$ cat src/rtl/strip_hit_clusterer_macros.svh
// Assertion helpers shared by the clusterer RTL.
`ifndef STRIP_HIT_CLUSTERER_MACROS_SVH
`define STRIP_HIT_CLUSTERER_MACROS_SVH

// Consequent must hold in the same cycle as the antecedent.
`define SHC_ASSERT_SAME(label, clk, rst, ante, cons, msg) \
  label: assert property (@(posedge clk) disable iff (rst) (ante) |-> (cons)) \
    else $error(msg);

// Consequent must hold in the cycle after the antecedent.
`define SHC_ASSERT_NEXT(label, clk, rst, ante, cons, msg) \
  label: assert property (@(posedge clk) disable iff (rst) (ante) |=> (cons)) \
    else $error(msg);

`endif

$ cat src/rtl/shc_pkg.sv
`timescale 1ns / 1ps
`default_nettype none

package shc_pkg;

  localparam int SEG_W = 10;
  localparam int POS_W = 20;
  localparam int ID_W = 10;
  localparam int CNT_W = 11;
  localparam int SUM_W = 30;
  localparam int LAT_W = 20;
  localparam int OFS_W = 12;
  localparam int REM_W = CNT_W + 1;
  localparam int SEGMENT_COUNT = 1024;
  localparam int DIV_STEPS = SUM_W;
  localparam int DIV_CNT_W = $clog2(DIV_STEPS);
  localparam int IN_W = 32;
  localparam int OUT_W = 72;

  function automatic logic [CNT_W-1:0] sat_inc(input logic [CNT_W-1:0] v);
    sat_inc = (v < CNT_W'(SEGMENT_COUNT)) ? v + CNT_W'(1) : v;
  endfunction

endpackage

`default_nettype wire

$ cat src/rtl/strip_hit_clusterer.sv
`timescale 1ns / 1ps
`default_nettype none

// Groups the hits of one detector layer, sent in ascending segment order, into clusters of
// neighboring segments and emits one record per closed cluster with its id, hit count,
// depth size, lateral size (1/256 units, plus even_offset when the depth size is even) and
// the mean position truncated toward zero. A hit that only joins or opens a cluster is taken
// without a stall. A hit that closes a cluster is followed by the shared restoring divider,
// one quotient bit per cycle over the 30-bit position sum, and by the load of the output
// register, and only then is the next hit taken. A last hit that closes no cluster first
// passes through S_SNAP to capture its own cluster. A hit that closes a cluster and ends
// the layer emits two clusters. A finished cluster that waits for a full output register
// holds off the next hit further. The output register holds a finished cluster while the
// block already takes the next hit.
module strip_hit_clusterer (
  input  wire logic                      clk,
  input  wire logic                      rst,
  input  wire logic                      cfg_we,
  input  wire logic [shc_pkg::OFS_W-1:0] cfg_wdata,
  input  wire logic                      s_tvalid,
  output logic                           s_tready,
  // Fields from bit 0: segment[9:0], position[29:10], zero fill.
  input  wire logic [shc_pkg::IN_W-1:0]  s_tdata,
  input  wire logic                      s_tlast,
  output logic                           m_tvalid,
  input  wire logic                      m_tready,
  // Fields from bit 0: cluster_id[9:0], hit_count[20:10], depth_size[31:21],
  // lateral_size[51:32], mean_position[71:52].
  output logic [shc_pkg::OUT_W-1:0]      m_tdata,
  output logic                           m_tlast
);

  typedef enum logic [1:0] {S_IDLE, S_SNAP, S_DIV, S_OUT} state_t;

  state_t state;

  logic [shc_pkg::OFS_W-1:0] even_offset;

  logic                      open_flag;
  logic [shc_pkg::SEG_W-1:0] prev_segment;
  logic [shc_pkg::SEG_W-1:0] prev2_segment;
  logic                      prev2_valid;
  logic [shc_pkg::CNT_W-1:0] count_reg;
  logic [shc_pkg::CNT_W-1:0] depth_count;
  logic [shc_pkg::CNT_W-1:0] lateral_count;
  logic [shc_pkg::SUM_W-1:0] position_sum;
  logic [shc_pkg::ID_W-1:0]  next_cluster_id;

  logic [shc_pkg::ID_W-1:0]  e_id;
  logic [shc_pkg::CNT_W-1:0] e_count;
  logic [shc_pkg::CNT_W-1:0] e_depth;
  logic [shc_pkg::LAT_W-1:0] e_lat;
  logic                      e_neg;
  logic                      e_lor;
  logic                      pend_last;

  logic [shc_pkg::SUM_W-1:0]     dq;
  logic [shc_pkg::REM_W-1:0]     rem;
  logic [shc_pkg::DIV_CNT_W-1:0] div_cnt;

  logic [shc_pkg::SEG_W-1:0] seg_in;
  logic [shc_pkg::POS_W-1:0] pos_in;
  logic [shc_pkg::CNT_W-1:0] step;
  logic [shc_pkg::CNT_W-1:0] step2;
  logic                      is_join;
  logic                      accept;
  logic [shc_pkg::LAT_W-1:0] lat_now;
  logic [shc_pkg::SUM_W-1:0] abs_sum;
  logic [shc_pkg::REM_W-1:0] rem_sh;
  logic                      rem_ge;
  logic [shc_pkg::REM_W-1:0] rem_next;
  logic [shc_pkg::SUM_W-1:0] dq_next;
  logic [shc_pkg::POS_W-1:0] mean_out;
  logic                      out_load;

  assign s_tready = (state == S_IDLE);
  assign accept   = s_tvalid && s_tready;
  assign seg_in   = s_tdata[shc_pkg::SEG_W-1:0];
  assign pos_in   = s_tdata[shc_pkg::SEG_W +: shc_pkg::POS_W];

  assign step    = {1'b0, seg_in} - {1'b0, prev_segment};
  assign step2   = {1'b0, seg_in} - {1'b0, prev2_segment};
  assign is_join = open_flag &&
                   (step == shc_pkg::CNT_W'(1) || step == shc_pkg::CNT_W'(2));

  assign lat_now = {1'b0, lateral_count, 8'b0} +
                   (depth_count[0] ? '0
                    : {{(shc_pkg::LAT_W-shc_pkg::OFS_W){even_offset[shc_pkg::OFS_W-1]}},
                       even_offset});
  assign abs_sum = position_sum[shc_pkg::SUM_W-1] ? (~position_sum + shc_pkg::SUM_W'(1))
                                                  : position_sum;

  assign rem_sh   = {rem[shc_pkg::REM_W-2:0], dq[shc_pkg::SUM_W-1]};
  assign rem_ge   = rem_sh >= {1'b0, e_count};
  assign rem_next = rem_ge ? rem_sh - {1'b0, e_count} : rem_sh;
  assign dq_next  = {dq[shc_pkg::SUM_W-2:0], rem_ge};

  assign mean_out = e_neg ? (~dq[shc_pkg::POS_W-1:0] + shc_pkg::POS_W'(1))
                          : dq[shc_pkg::POS_W-1:0];
  assign out_load = (state == S_OUT) && (!m_tvalid || m_tready);

  always_ff @(posedge clk) begin
    if (rst) begin
      state           <= S_IDLE;
      even_offset     <= '0;
      open_flag       <= 1'b0;
      prev_segment    <= '0;
      prev2_segment   <= '0;
      prev2_valid     <= 1'b0;
      count_reg       <= '0;
      depth_count     <= shc_pkg::CNT_W'(1);
      lateral_count   <= shc_pkg::CNT_W'(1);
      position_sum    <= '0;
      next_cluster_id <= '0;
      pend_last       <= 1'b0;
      div_cnt         <= '0;
      m_tvalid        <= 1'b0;
    end else begin
      if (cfg_we) begin
        even_offset <= cfg_wdata;
      end
      if (m_tvalid && m_tready && !out_load) begin
        m_tvalid <= 1'b0;
      end
      case (state)
        S_IDLE: begin
          if (accept) begin
            if (open_flag && !is_join) begin
              e_id            <= next_cluster_id;
              e_count         <= count_reg;
              e_depth         <= depth_count;
              e_lat           <= lat_now;
              e_neg           <= position_sum[shc_pkg::SUM_W-1];
              e_lor           <= !s_tlast;
              dq              <= abs_sum;
              rem             <= '0;
              div_cnt         <= '0;
              next_cluster_id <= next_cluster_id + shc_pkg::ID_W'(1);
              pend_last       <= s_tlast;
              state           <= S_DIV;
            end else if (s_tlast) begin
              pend_last <= 1'b1;
              state     <= S_SNAP;
            end
            if (is_join) begin
              count_reg <= shc_pkg::sat_inc(count_reg);
              if (step == shc_pkg::CNT_W'(1)) begin
                depth_count <= shc_pkg::sat_inc(depth_count);
              end
              if (step == shc_pkg::CNT_W'(2) ||
                  (prev2_valid && step2 == shc_pkg::CNT_W'(2))) begin
                lateral_count <= shc_pkg::sat_inc(lateral_count);
              end
              position_sum  <= position_sum +
                               {{(shc_pkg::SUM_W-shc_pkg::POS_W){pos_in[shc_pkg::POS_W-1]}},
                                pos_in};
              prev2_segment <= prev_segment;
              prev2_valid   <= 1'b1;
              prev_segment  <= seg_in;
            end else begin
              open_flag     <= 1'b1;
              prev_segment  <= seg_in;
              prev2_segment <= '0;
              prev2_valid   <= 1'b0;
              count_reg     <= shc_pkg::CNT_W'(1);
              depth_count   <= shc_pkg::CNT_W'(1);
              lateral_count <= shc_pkg::CNT_W'(1);
              position_sum  <= {{(shc_pkg::SUM_W-shc_pkg::POS_W){pos_in[shc_pkg::POS_W-1]}},
                                pos_in};
            end
          end
        end
        S_SNAP: begin
          e_id            <= next_cluster_id;
          e_count         <= count_reg;
          e_depth         <= depth_count;
          e_lat           <= lat_now;
          e_neg           <= position_sum[shc_pkg::SUM_W-1];
          e_lor           <= 1'b1;
          dq              <= abs_sum;
          rem             <= '0;
          div_cnt         <= '0;
          pend_last       <= 1'b0;
          open_flag       <= 1'b0;
          prev_segment    <= '0;
          prev2_segment   <= '0;
          prev2_valid     <= 1'b0;
          count_reg       <= '0;
          depth_count     <= shc_pkg::CNT_W'(1);
          lateral_count   <= shc_pkg::CNT_W'(1);
          position_sum    <= '0;
          next_cluster_id <= '0;
          state           <= S_DIV;
        end
        S_DIV: begin
          dq      <= dq_next;
          rem     <= rem_next;
          div_cnt <= div_cnt + shc_pkg::DIV_CNT_W'(1);
          if (div_cnt == shc_pkg::DIV_CNT_W'(shc_pkg::DIV_STEPS - 1)) begin
            state <= S_OUT;
          end
        end
        S_OUT: begin
          if (out_load) begin
            m_tvalid <= 1'b1;
            m_tdata  <= {mean_out, e_lat, e_depth, e_count, e_id};
            m_tlast  <= e_lor;
            state    <= pend_last ? S_SNAP : S_IDLE;
          end
        end
        default: begin
          state <= S_IDLE;
        end
      endcase
    end
  end

`include "strip_hit_clusterer_macros.svh"

  `SHC_ASSERT_NEXT(a_last_blocks_input, clk, rst, accept && s_tlast, !s_tready, "last hit did not start an emit")
  `SHC_ASSERT_SAME(a_div_nonzero, clk, rst, state == S_DIV, e_count != '0, "divide by zero count")
  `SHC_ASSERT_SAME(a_first_of_two, clk, rst, out_load && !e_lor, pend_last, "second cluster lost")
  `SHC_ASSERT_SAME(a_div_range, clk, rst, state == S_DIV, div_cnt < shc_pkg::DIV_CNT_W'(shc_pkg::DIV_STEPS), "divider step out of range")

endmodule

`default_nettype wire

$ cat config.mk
export PLATFORM = sky130hd
export DESIGN_NAME = strip_hit_clusterer
export DESIGN_NICKNAME = d
export VERILOG_FILES = /design/src/rtl/shc_pkg.sv /design/src/rtl/strip_hit_clusterer.sv
export VERILOG_INCLUDE_DIRS = /design/src /design/src/rtl
export SDC_FILE = /design/constraint.sdc
export NUM_CORES = 1
export LEC_CHECK = 0
export ABC_AREA = 0
export BUFFER_PORTS_ARGS = -buffer_cell sky130_fd_sc_hd__buf_2
export CAP_MARGIN = 25
export CORE_ASPECT_RATIO = 0.5
export CORE_MARGIN = 4
export CORE_UTILIZATION = 45
export CTS_CLUSTER_SIZE = 25
export DETAILED_ROUTE_END_ITERATION = 10
export GPL_TIMING_DRIVEN = 1
export PLACE_DENSITY = 0.67
export SYNTH_ARGS = -nofsm -noshare
export SYNTH_HDL_FRONTEND = slang
export SYNTH_SLANG_ARGS = --single-unit
export TNS_END_PERCENT = 100
$ cat constraint.sdc
create_clock -name clk -period 9.97 [get_ports clk]
set_input_delay 1.994 -clock clk [delete_from_list [all_inputs] [get_ports clk]]
set_output_delay 1.994 -clock clk [all_outputs]
set_load 0.01 [all_outputs]
; ---- Word level (Yosys, flattened, before mapping)
; Index checks and enable logic that the tools add are counted.
[word_totals]
reg_bits = 284
inputBits = 50
output_inout_bits = 75
elab_cells = 166
[classes]
n_addsub = 12
magnitude_cmp = 4
n_eq_ne = 18
muxes = 76
bitwise_logic = 3
n_reduce_logical = 29
[ops]
columns = cell, count
row1 = 2-to-1 mux 11 bit, 18
row2 = 2-to-1 mux 30 bit, 5
row3 = one-hot mux 11 bit (2 select lines), 5
row4 = one-hot mux 30 bit (3 select lines), 1
row5 = 2-to-1 mux 20 bit, 4
row6 = one-hot mux 10 bit (2 select lines), 4
row7 = 2-to-1 mux 10 bit, 7
row8 = one-hot mux 30 bit (2 select lines), 1
row9 = one-hot mux 20 bit (2 select lines), 1
row10 = "adder 11 x 1 -> 11 bit, second input constant", 3
row11 = "less-than comparator 11 bit, second input constant", 3
row12 = one-hot mux 11 bit (3 select lines), 1
row13 = "adder 30 x 1 -> 30 bit, second input constant", 1
row14 = adder 30 bit, 1
row15 = inverter 30 bit, 1
row16 = "== test 11 x 2 -> 1 bit, second input constant", 2
row17 = subtractor 10 x 10 -> 11 bit, 2
row18 = adder 19 x 20 -> 20 bit, 1
row19 = "adder 20 x 1 -> 20 bit, second input constant", 1
row20 = inverter 20 bit, 1
row21 = AND reduction 4 bit, 5
row22 = AND reduction 3 bit, 6
row23 = 2-to-1 mux 1 bit, 15
row24 = "!= test 3 x 2 -> 1 bit, second input constant", 5
row25 = other kinds (24), 48

; ---- Logic depth before layout (Yosys ltp)
; Gate-level depths: netlist of run 1.
[depth]
ltp_word = 9
depth_mapped = 15
ltp_nobuf = 14

; ---- Worst setup path before layout of run 1
; Ideal clock, no wire load.
[synth_timing]
path_kind = in2reg
start = input rst
end = register m_tdata[0] (netlist name), enable pin
setup_ns = 0.609
arrival_ns = 7.722
slack_ns = 1.639
cell_stages = 3
n_path_buf = 2
path_cell_list = clkbuf_1 > clkbuf_1 > nor3b_1
[synth_via]
elab_chain_cells = 2
[synth_lines]
columns = element, line
row1 = "start, declared", strip_hit_clusterer.sv:17  ; input wire logic rst,
row2 = inverter 1 bit (no source line), -
row3 = AND reduction 3 bit (no source line), -
row4 = "end signal, assigned", strip_hit_clusterer.sv:206  ; m_tdata <= {mean_out, e_lat, e_depth, e_count, e_id};
row5 = "end, declared", strip_hit_clusterer.sv:29  ; output logic [shc_pkg::OUT_W-1:0] m_tdata,
; No other way between the ends.
; A chain may end at the register's enable or synchronous reset.

; ---- Worst setup path after layout of run 1
[layout_timing]
start = input s_tdata[0] (netlist name)
end = register e_neg, enable pin
[layout_via]
elab_chain_cells = 8
[layout_lines]
columns = element, line
row1 = "start, declared", strip_hit_clusterer.sv:23  ; input wire logic [shc_pkg::IN_W-1:0] s_tdata,
row2 = subtractor 10 x 10 -> 11 bit *, strip_hit_clusterer.sv:81  ; assign step = {1'b0, seg_in} - {1'b0, prev_segment};
row3 = == test 11 x 1 -> 1 bit or == test 11 x 2 -> 1 bit (tied branches), strip_hit_clusterer.sv:84  ; (step == shc_pkg::CNT_W'(1) || step == shc_pkg::CNT_W'(2));
row4 = logical OR 1 bit *, strip_hit_clusterer.sv:84
row5 = logical AND 1 bit *, strip_hit_clusterer.sv:83  ; assign is_join = open_flag &&
row6 = zero test 1 bit *, strip_hit_clusterer.sv:128  ; if (open_flag && !is_join) begin
row7 = logical AND 1 bit *, strip_hit_clusterer.sv:128
row8 = != test 2 x 1 -> 1 bit (no source line) *, -
row9 = AND reduction 4 bit (no source line) *, -
row10 = "end signal, assigned", strip_hit_clusterer.sv:133  ; e_neg <= position_sum[shc_pkg::SUM_W-1];
row11 = "end signal, assigned", strip_hit_clusterer.sv:178  ; e_neg <= position_sum[shc_pkg::SUM_W-1];
row12 = "end, declared", strip_hit_clusterer.sv:53  ; logic e_neg;
; Every way passes the cells marked *; elsewhere a longest branch is shown, timed or not.

==> metrics.md, run 1 <==
| Metric | Value |
|---|---|
| DP Wirelength | around 24000 um |
| Vias in the first global route | around 10000 |
| CP max-delay cell | a21oi_1 |
| CP peak stage delay | 0.78 ns |
| WHS | between 0.4 and 0.5 ns |
| Reg-to-reg slack, setup | about 5.3 ns |
| Nets | between 1500 and 2000 |
| Synth Flop Type | edfxtp_1 |
| IO Port Bufs | roughly 120 |
| CTS Buf Count | 27 |
| Run status | finished, final reports clean |
| Synth Cell Area | between 15000 and 20000 um2 |
| Post-Syn Area per Cell | ~9.9 um2 |
| Via count | around 11000 |
| Netlist cell types | 83 |
| Cts hold-fix bufs | 0 |
| Initial Utilization | 45.7% |
| P&R area growth vs syn | 12.9% |
| Slew headroom | between 30% and 40% |
| First-pass GRT wire length | 54900 um |
| Setup_tns | 0 ns |
| RSZ-0062 raised after global routing | no |
| Setup Viol. Count Final | 0 |
| Routed length per instance | 16.4 um |
| Root Buffer | clkbuf_16 |
| Worst Setup End Kind | flop |
| Worst r2r dst | e_neg |
| Post-synth ARST share | 0% |
| CP Class | in -> reg |
| FMAX | roughly 0.17 GHz |
| Area of the die | 36700 um2 |
| Initial antenna violation count | 0 |
| Worst hold endpoint | m_tdata[27] |
| Fill cells | approximately 3000 |
| CP max FO | 43 |
| N_diodes | 0 |
| Req. time, crit path | between 10 and 15 ns |
| Post-route ant nets | 0 |
| Remaining routing DRC violations | 0 |
| Hold path start | e_depth[6] |
| #FFs+latches synth | about 280 |
| Die Ht | 138 um |
| Crit share post-route | between 50% and 60% |
| Worst reg2reg path depth | 11 |
| Later-pin clock latency in the skew report | between 0.5 and 0.6 ns |
| Family with the most delay on the worst path | compound AO/OA/AOI/OAI gates |
| Synth Warn # | 0 |
| Fin crit period | just under 6 ns |
| Max cap viols | 0 |
| Largest net degree at the start of global routing | 64 |
| Post-CTS resize count | 0 |
| Post-synthesis net count | 1669 |
| Hold depth | 0 |
| Pins Over Slew Limit | 0 |
| DRT Pass-1 Iters | 5 |
| Startpoint types | primary input |
| Rows | 47 |
| Max reg flops | 72 |
| Hold Vio Cnt, Final | 0 |
| Critical path data arrival time | approximately 6.1 ns |
| CTS tree | done |
| Final setup skew | 0.00718 ns |
| Worst path cell trace | buf_2, inv_1, ha_1, fa_1, nor2b_4, o2111ai_1, a211o_1, a21o_1, nand4_1, o41ai_2, a21oi_1, and2_2, buf_4 |
| Share of layout cells above drive strength 1 | between 10 and 15% |
| Vias/cell | about 5.4 |
| GRT overflow | 0 |
| GRT Overall Usage | between 15 and 20% |
| Clock slew at reported path FFs | ~0.070 ns |
| Top reg by flops | m_tdata |
| Sinks on Clock Net | roughly 280 |
| # IOs | ~130 |
| RD Place Congestion | about 0.87 |
| Post-CTS Setup Bufs | 0 |
| Max clock buf depth | 3 |
| Lkg Pwr | 0.00667 uW |
| Worst hold-check path type | reg -> reg |
| Sequential share of the synthesized area | around 49% |
| Synth Instances | ~1500 |
| Top flop regs | m_tdata x72, dq x30, position_sum x30 |
| Die Width | 267 um |
| R2R Path Start | prev_segment[4] |
| CP bufs+invs | 3 |
| Maximum vdd ir drop | roughly 0.00013 V |
| Post-synth EDFFs | between 150 and 200 |
| Util after Layout | approximately half |
| Detailed Route WL | about 34000 um |
| Area of the core | between 30000 and 40000 um2 |
| Worst Max-Slew Pin Slew | about 0.94 ns |
| Max H-tree Level | 1 |
| Power density over the cells | approximately 230 nW/um2 |
| Initial DRC Count | about 770 |
==> synth_stat cells (7+ instances only) <==
cell      instances  share of area, %
edfxtp_1        168                33
or3b_1            7              0.41
nand4_1          15              0.62
a21oi_1         135               4.5
inv_1            74               1.8
xnor2_1          44               2.6
nand3_1          37               1.2
and3_1           38               1.6
o211ai_1          9              0.45
nand3b_1          8              0.40
a21boi_0          8              0.40
or3_1            12              0.50
or4_1            11              0.55
nand2_1         151               3.8
dfxtp_1         116                15
a211oi_1          8              0.40
mux2i_1          31               2.1
nor2b_1          25               1.0
nor2_1          140               3.5
o21ai_1          15              0.50
xor2_1           45               2.6
o21a_1            8              0.40
o21ai_0          99               3.3
a21o_1           23               1.1
nand2b_1         11              0.46
clkbuf_1         50               1.2
and2_1           10              0.41
ha_1             83               6.9
a31oi_1           8              0.33
nor3_1           17              0.56
o31ai_1          19              0.95
==> per-layer routing <==
layer | up-vias | routed length (um) | track usage, % | part of all wire, %
met4 | 0 | 662 | 3.93 | 1.9
met2 | 194 | 15800 | 30.1 | 46
met3 | 51 | 1330 | 2.77 | 3.9
met5 | - | 0 | 0 | 0
met1 | 5406 | 16600 | 25.9 | 48
li1 | 5746 | - | - | -
==> where the power goes <==
part | switching [uW] | leakage [uW] | internal [uW]
registers | 129 | 0.00249 | 1470
clock network | 457 | 0.000428 | 576
logic | 786 | 0.00376 | 470
total | 1370 | 0.00667 | 2520
==> area by class of cell <==
class                      instances  area (um2)  share of cell area (%)
inverter                          75         282                    1.65
clock inverter                    15         143                   0.837
tap                              441         552                    3.24
multi-input combinational       1113        7240                    42.5
sequential                       284        7370                    43.2
clock buffer                      35         736                    4.32
timing repair buffer             137         726                    4.26
==> worst register-to-register path, stage by stage (launching register included) <==
cell and delay (ns):
dfxtp_1 0.35, inv_1 0.05, ha_1 0.37, a21o_1 0.23
a2111oi_0 0.64, a2bb2oi_1 0.15, a21oi_1 0.17, a2111o_1 0.31
o41ai_2 0.18, a21oi_1 0.78, and2_2 0.48, buf_4 0.55
==> how the worst max path moves through the flow <==
stage | from | endpoint | slack, ns | cells after the start
after global placement | s_tdata[0] | e_neg | 3.56 | 13
final | s_tdata[0] | e_neg | 4.10 | 13
after floorplan | rst | m_tdata[0] | 1.64 | 3
after global routing | s_tdata[0] | e_neg | 3.80 | 13
after CTS | s_tdata[0] | e_neg | 4.08 | 13
after detailed placement | s_tdata[0] | e_neg | 3.53 | 13
==> placed cells by master, fill, tap and decap left out, drive strengths merged, types with 23 or more instances in the layout <==
master and count:
edfxtp 168, nand2 153, nor2 140, a21oi 137, buf 136, dfxtp 116
o21ai 114, ha 83, inv 75, xor2 45, xnor2 44, and3 38
nand3 37, clkbuf 36, mux2i 31, nor2b 26, a21o 23
==> cell families (layout without fill, tap and decap cells) <==
family                     after synthesis  in the layout  synth area share (%)
buffers and inverters                  135            262                  3.46
muxes                                   35             35                  2.35
and+or+nand+nor                        518            518                  17.2
DFF                                    284            284                  48.8
AOI/OAI and AO/OA                      384            384                  15.6
adders and majority gates               87             87                  7.41
xor gates and xnor gates                89             89                  5.16
==> metrics by stage <==
step           setup slack [ns]  power [uW]  instance area (um2)  instances
2_1_floorplan              1.64        2550                15100       1532
3_3_place_gp               3.56        2860                16200       2049
3_5_place_dp               3.53        2870                16200       2049
4_1_cts                    4.08        3920                17000       2099
5_1_grt                    3.80        4150                17000       2100
6_report                   4.10        3890                17000       2100
Power figures use the tool's default switching activity.
==> run 2, diff against run 1 <==
--- a/config.mk
+++ b/config.mk
@@ -15,7 +15,7 @@
 export CTS_CLUSTER_SIZE = 25
 export DETAILED_ROUTE_END_ITERATION = 10
 export GPL_TIMING_DRIVEN = 1
-export PLACE_DENSITY = 0.67
+export PLACE_DENSITY = 0.69
 export SYNTH_ARGS = -nofsm -noshare
 export SYNTH_HDL_FRONTEND = slang
 export SYNTH_SLANG_ARGS = --single-unit
==> constraint.sdc (replaced) <==
create_clock -name clk -period 5.4 [get_ports clk]
set_input_delay 1.08 -clock clk [delete_from_list [all_inputs] [get_ports clk]]
set_output_delay 1.08 -clock clk [all_outputs]
set_load 0.01 [all_outputs]
==> metrics.md, run 2 (same netlist as run 1, synthesis figures left out) <==
| Metric | Value |
|---|---|
| Area of the die | 36700 um2 |
| Post-route ant nets | 0 |
| RSZ-0062 raised after global routing | no |
| Initial DRC Count | between 700 and 800 |
| Critical path data arrival time | 4.92 ns |
| Share of layout cells above drive strength 1 | around an eighth |
| Die Ht | between 100 and 150 um |
| Crit path from | s_tdata[0] |
| Worst reg2reg path depth | 12 |
| Layout Cells excl Fill | approximately 2100 |
| P&R area growth vs syn | 13.5% |
| Vias in the first global route | approximately 11000 |
| Crit share post-route | ~83% |
| Hold Vio Cnt, Final | 0 |
| DP Wirelength | between 20000 and 25000 um |
| Reg-to-reg slack, setup | between 1 and 1.5 ns |
| Maximum vdd ir drop | roughly 0.00024 V |
| IO Port Bufs | 122 |
| Lkg Pwr | between 0.006 and 0.007 uW |
| Post-CTS Setup Bufs | 0 |
| Fin crit period | ~4.5 ns |
| Setup_tns | 0 ns |
| CTS tree | done |
| Max reg flops | between 70 and 80 |
| Detailed Route WL | 35300 um |
| First-pass GRT wire length | about 57000 um |
| Vias/cell | approximately 5.5 |
| Most frequent cells in the layout | edfxtp_1, nand2_1, nor2_1 |
| Max cap viols | 0 |
| Initial antenna violation count | 1 |
| # IOs | approximately 130 |
| Worst Max-Slew Pin Slew | between 0.8 and 0.9 ns |
| Nets | approximately 1800 |
| Worst hold-check path type | reg -> reg |
| RD Place Congestion | 0.852 |
| Worst r2r dst | lateral_count[0] |
| P_int | 4670 uW |
| Remaining routing DRC violations | 0 |
| Die Width | 267 um |
| Clock slew at reported path FFs | 0.07 ns |
| Post-CTS resize count | 0 |
| Commonest non-fill, non-tap cell in the layout | edfxtp_1 |
| Startpoint types | primary input |
| CP max FO | 18 |
| GRT overflow | 0 |
| Slew headroom | between 40% and 50% |
| Root Buffer | clkbuf_16 |
| Logic pwr share | 32.9% |
| Sequential share of power | just over 40% |
| Run status | finished, final reports clean |
| CP Class | in -> reg |
| Area of the core | between 30000 and 40000 um2 |
| Via count | 11600 |
| Setup Viol. Count Final | 0 |
| Rows | 47 |
| Clock power share | a little over a quarter |
| Placed Cells | 2055 |
| Max H-tree Level | 1 |
| Sinks on Clock Net | between 200 and 300 |
| Pins Over Slew Limit | 0 |
| Top reg by flops | m_tdata |
| Initial Utilization | a little under half |
| GRT Overall Usage | 18.8% |
| Worst Setup EP | lateral_count[0] |
| Max clock buf depth | 3 |
| CTS Buf Count | 27 |
| Worst Setup End Kind | flop |
| Top flop regs | m_tdata x72, dq x30, position_sum x30 |
| Req. time, crit path | ~5.8 ns |
| DRT Pass-1 Iters | 5 |
| Largest net degree at the start of global routing | 74 |
| Final setup skew | between 0.015 and 0.02 ns |
| Net Sw Power | about 2600 uW |
| Cts hold-fix bufs | 0 |
| Routed length per instance | about 17 um |
| R2R Path Start | prev_segment[0] |
| FMAX | approximately 0.22 GHz |
| Net Sw Frac | ~36% |
| Power density over the cells | 423 nW/um2 |
| Later-pin clock latency in the skew report | 0.55 ns |
==> run 2: cell type report <==
type                       count  area (um2)
sequential                   284        7370
fill                        3038       15900
tap                          441         552
inverter                      75         282
clock buffer                  41         786
antenna                        1        2.50
clock inverter                 9        83.8
multi-input combinational   1113        7250
timing repair buffer         143         808
==> run 2: per-layer routing <==
layer	global-route usage [%]	part of all wire [%]
met2	32.4	48
met1	25.7	47
met4	3.78	1.3
met3	2.69	4.0
met5	0	0
==> run 2: stage by stage <==
stage          util [%]  worst slack (ns)  hold WS (ns)  cell area [um2]  power (uW)
5_1_grt            51.8             0.694         0.426            17100        7700
6_report           51.8             0.897         0.419            17100        7240
4_1_cts            51.8             0.955         0.420            17100        7280
3_5_place_dp       49.1             0.383         0.405            16200        5360
3_3_place_gp       49.1             0.450         0.401            16200        5310
2_1_floorplan         -             0.123         0.400            15100        4710
==> run 2: worst min path at each step <==
stage | start | slack, ns | to | cells after the start
final | e_id[7] | 0.42 | m_tdata[7] | 0
after global routing | e_id[4] | 0.43 | m_tdata[4] | 0
after CTS | e_id[7] | 0.42 | m_tdata[7] | 0
after detailed placement | e_depth[4] | 0.40 | m_tdata[25] | 0
after global placement | e_lat[6] | 0.40 | m_tdata[38] | 0
after floorplan | e_id[0] | 0.40 | m_tdata[0] | 0
==> run 2: worst max-delay path: stages <==
cell and delay (ns):
buf_2 0.08, inv_1 0.07, ha_1 0.23, fa_1 0.44, nor2b_4 0.15, o21ai_1 0.09
or4b_1 0.54, a211oi_2 0.22, o22ai_2 0.19, nor4_4 0.54, nand2_2 0.21, a221oi_4 0.73
mux2i_1 0.27, nand2_1 0.07
==> run 2: power by group through the flow <==
stage	combinational [uW]	clock [uW]	sequential, uW
final	2380	1900	2960
after floorplan	1780	0	2930
after CTS	2380	1950	2960
after detailed placement	2360	0	3000
after global routing	2660	2040	2990
after global placement	2320	0	2990
==> run 3, diff against run 2 <==
--- a/config.mk
+++ b/config.mk
@@ -15,7 +15,7 @@
 export CTS_CLUSTER_SIZE = 25
 export DETAILED_ROUTE_END_ITERATION = 10
 export GPL_TIMING_DRIVEN = 1
-export PLACE_DENSITY = 0.69
+export PLACE_DENSITY = 0.67
 export SYNTH_ARGS = -nofsm -noshare
 export SYNTH_HDL_FRONTEND = slang
 export SYNTH_SLANG_ARGS = --single-unit
==> constraint.sdc (replaced) <==
create_clock -name clk -period 4.3 [get_ports clk]
set_input_delay 0.86 -clock clk [delete_from_list [all_inputs] [get_ports clk]]
set_output_delay 0.86 -clock clk [all_outputs]
set_load 0.01 [all_outputs]
==> metrics.md, run 3 (same netlist as run 1, synthesis figures left out) <==
| Metric | Value |
|---|---|
| Run status | finished, final reports clean |
| Max reg flops | between 70 and 80 |
| Share of layout cells above drive strength 1 | between 10% and 20% |
| Initial Utilization | a little under half |
| Pins Over Slew Limit | 0 |
| Fill cells | ~3000 |
| Later-pin clock latency in the skew report | 0.57 ns |
| Hold Vio Cnt, Final | 0 |
| Max cap viols | 0 |
| Largest net degree at the start of global routing | 64 |
| Fin crit period | 3.82 ns |
| Sinks on Clock Net | 284 |
| Max clock buf depth | 3 |
| GRT overflow | 0 |
| CP Class | in -> reg |
| Worst Max-Slew Pin Slew | between 0.7 and 0.8 ns |
| Post-CTS Setup Bufs | 0 |
| CTS Buf Count | 27 |
| Post-CTS resize count | 0 |
| Layout Cells excl Fill | about 2100 |
| FMAX | approximately 0.26 GHz |
| Cts hold-fix bufs | 0 |
| Slew headroom | about half |
| Worst hold-check path type | reg -> reg |
| Commonest non-fill, non-tap cell in the layout | edfxtp_1 |
| Die Width | between 200 and 300 um |
| RSZ-0062 raised after global routing | no |
| DRT Pass-1 Iters | 5 |
| Max H-tree Level | 1 |
| Rows | between 40 and 50 |
| Detailed Route WL | approximately 35000 um |
| IO Port Bufs | about 120 |
| Post-route ant nets | 0 |
| Initial antenna violation count | 2 |
| Top flop regs | m_tdata x72, dq x30, position_sum x30 |
| Setup_tns | 0 ns |
| Cell Area, Placed | 16500 um2 |
| Die Ht | approximately 140 um |
| CP max FO | 12 |
| Final setup skew | between 0.015 and 0.02 ns |
| Req. time, crit path | 4.74 ns |
| Area of the core | 33000 um2 |
| GRT Overall Usage | 18.8% |
| Clock slew at reported path FFs | 0.06 ns |
| Hold depth | 0 |
| Root Buffer | clkbuf_16 |
| RD Place Congestion | just under 0.9 |
| # IOs | about 130 |
| DP Wirelength | approximately 25000 um |
| Vias/cell | 5.47 |
| Worst Setup End Kind | flop |
| Via count | approximately 12000 |
| Top reg by flops | m_tdata |
| Routed length per instance | about 16 um |
| Remaining routing DRC violations | 0 |
| Worst reg2reg path depth | 12 |
| Placed Cells | ~2100 |
| Nets | approximately 1800 |
| Maximum vdd ir drop | slightly above 0.0003 V |
| Area of the die | around 37000 um2 |
| Vias in the first global route | approximately 11000 |
| P&R area growth vs syn | 15.4% |
| Setup Viol. Count Final | 0 |
| Critical path data arrival time | ~4.3 ns |
| Final Cell Area | roughly 17000 um2 |
| Startpoint types | primary input |
| Crit share post-route | between 80% and 90% |
| Most frequent cells in the layout | edfxtp_1, nand2_1, nor2_1 |
| Power density over the cells | ~530 nW/um2 |
| CTS tree | done |
| Initial DRC Count | between 800 and 900 |
| First-pass GRT wire length | 56300 um |
| Lkg Pwr | just under 0.007 uW |
run 3: cell count changes in the layout (fill, tap and decap cells not counted), moves of 2 or more:
cell       previous run  this run
inv_6                 2         0
buf_4                19        45
clkbuf_4              2         0
buf_12                3         6
clkbuf_16            27        29
run 3: report_power, final:
part           total [uW]  internal [uW]  switching [uW]
sequential           3700           3410             294
combinational        3110           1210            1900
clock                2430           1370            1060
run 3: metrics by stage:
stage | power [uW] | hold slack, ns | utilization [%] | worst slack, ns
after floorplan | 5920 | 0.400 | - | 0.0337
after global placement | 6790 | 0.400 | 50.0 | -0.0220
after detailed placement | 6850 | 0.405 | 50.0 | -0.0628
after CTS | 9320 | 0.419 | 52.7 | 0.493
after global routing | 9830 | 0.423 | 52.7 | 0.328
final | 9250 | 0.419 | 52.7 | 0.482
run 3: routing by layer:
metal	global-route usage [%]	share of wire [%]	vias up	wire [um]
met4	5.30	2.5	0	867
met2	31.0	46	249	16200
met3	2.91	4.3	54	1530
li1	-	-	5826	-
met5	0	0	-	0
met1	25.9	47	5558	16600
run 3: final cells by class:
cell class / count / area (um2) / area share, %
multi-input cells: 1113 / 7250 / 41.6
inverters: 75 / 282 / 1.62
diodes: 2 / 5.00 / 0.0287
repair buffers: 172 / 1060 / 6.10
well taps: 441 / 552 / 3.17
clock buffers: 40 / 807 / 4.63
flip-flops and latches: 284 / 7370 / 42.3
clock inverters: 10 / 96.3 / 0.553
run 3: critical path: stages:
cell and delay, ns:
buf_2 0.08, inv_1 0.05, ha_1 0.22, fa_1 0.44
nor2b_4 0.15, o2111ai_1 0.20, nor4b_2 0.28, o311ai_1 0.13
a2111o_1 0.44, or4_1 0.53, buf_4 0.22, a21oi_2 0.20
a21oi_1 0.06, a2111oi_0 0.37
run 3: final timing paths:
kind                                       from                to  slack (ns)
worst max-delay path                 s_tdata[0]  position_sum[22]        0.48
worst min-delay path                   e_lat[2]       m_tdata[34]        0.42
worst max register to register  prev_segment[0]  position_sum[22]        0.58
worst min register to register         e_lat[2]       m_tdata[34]        0.42
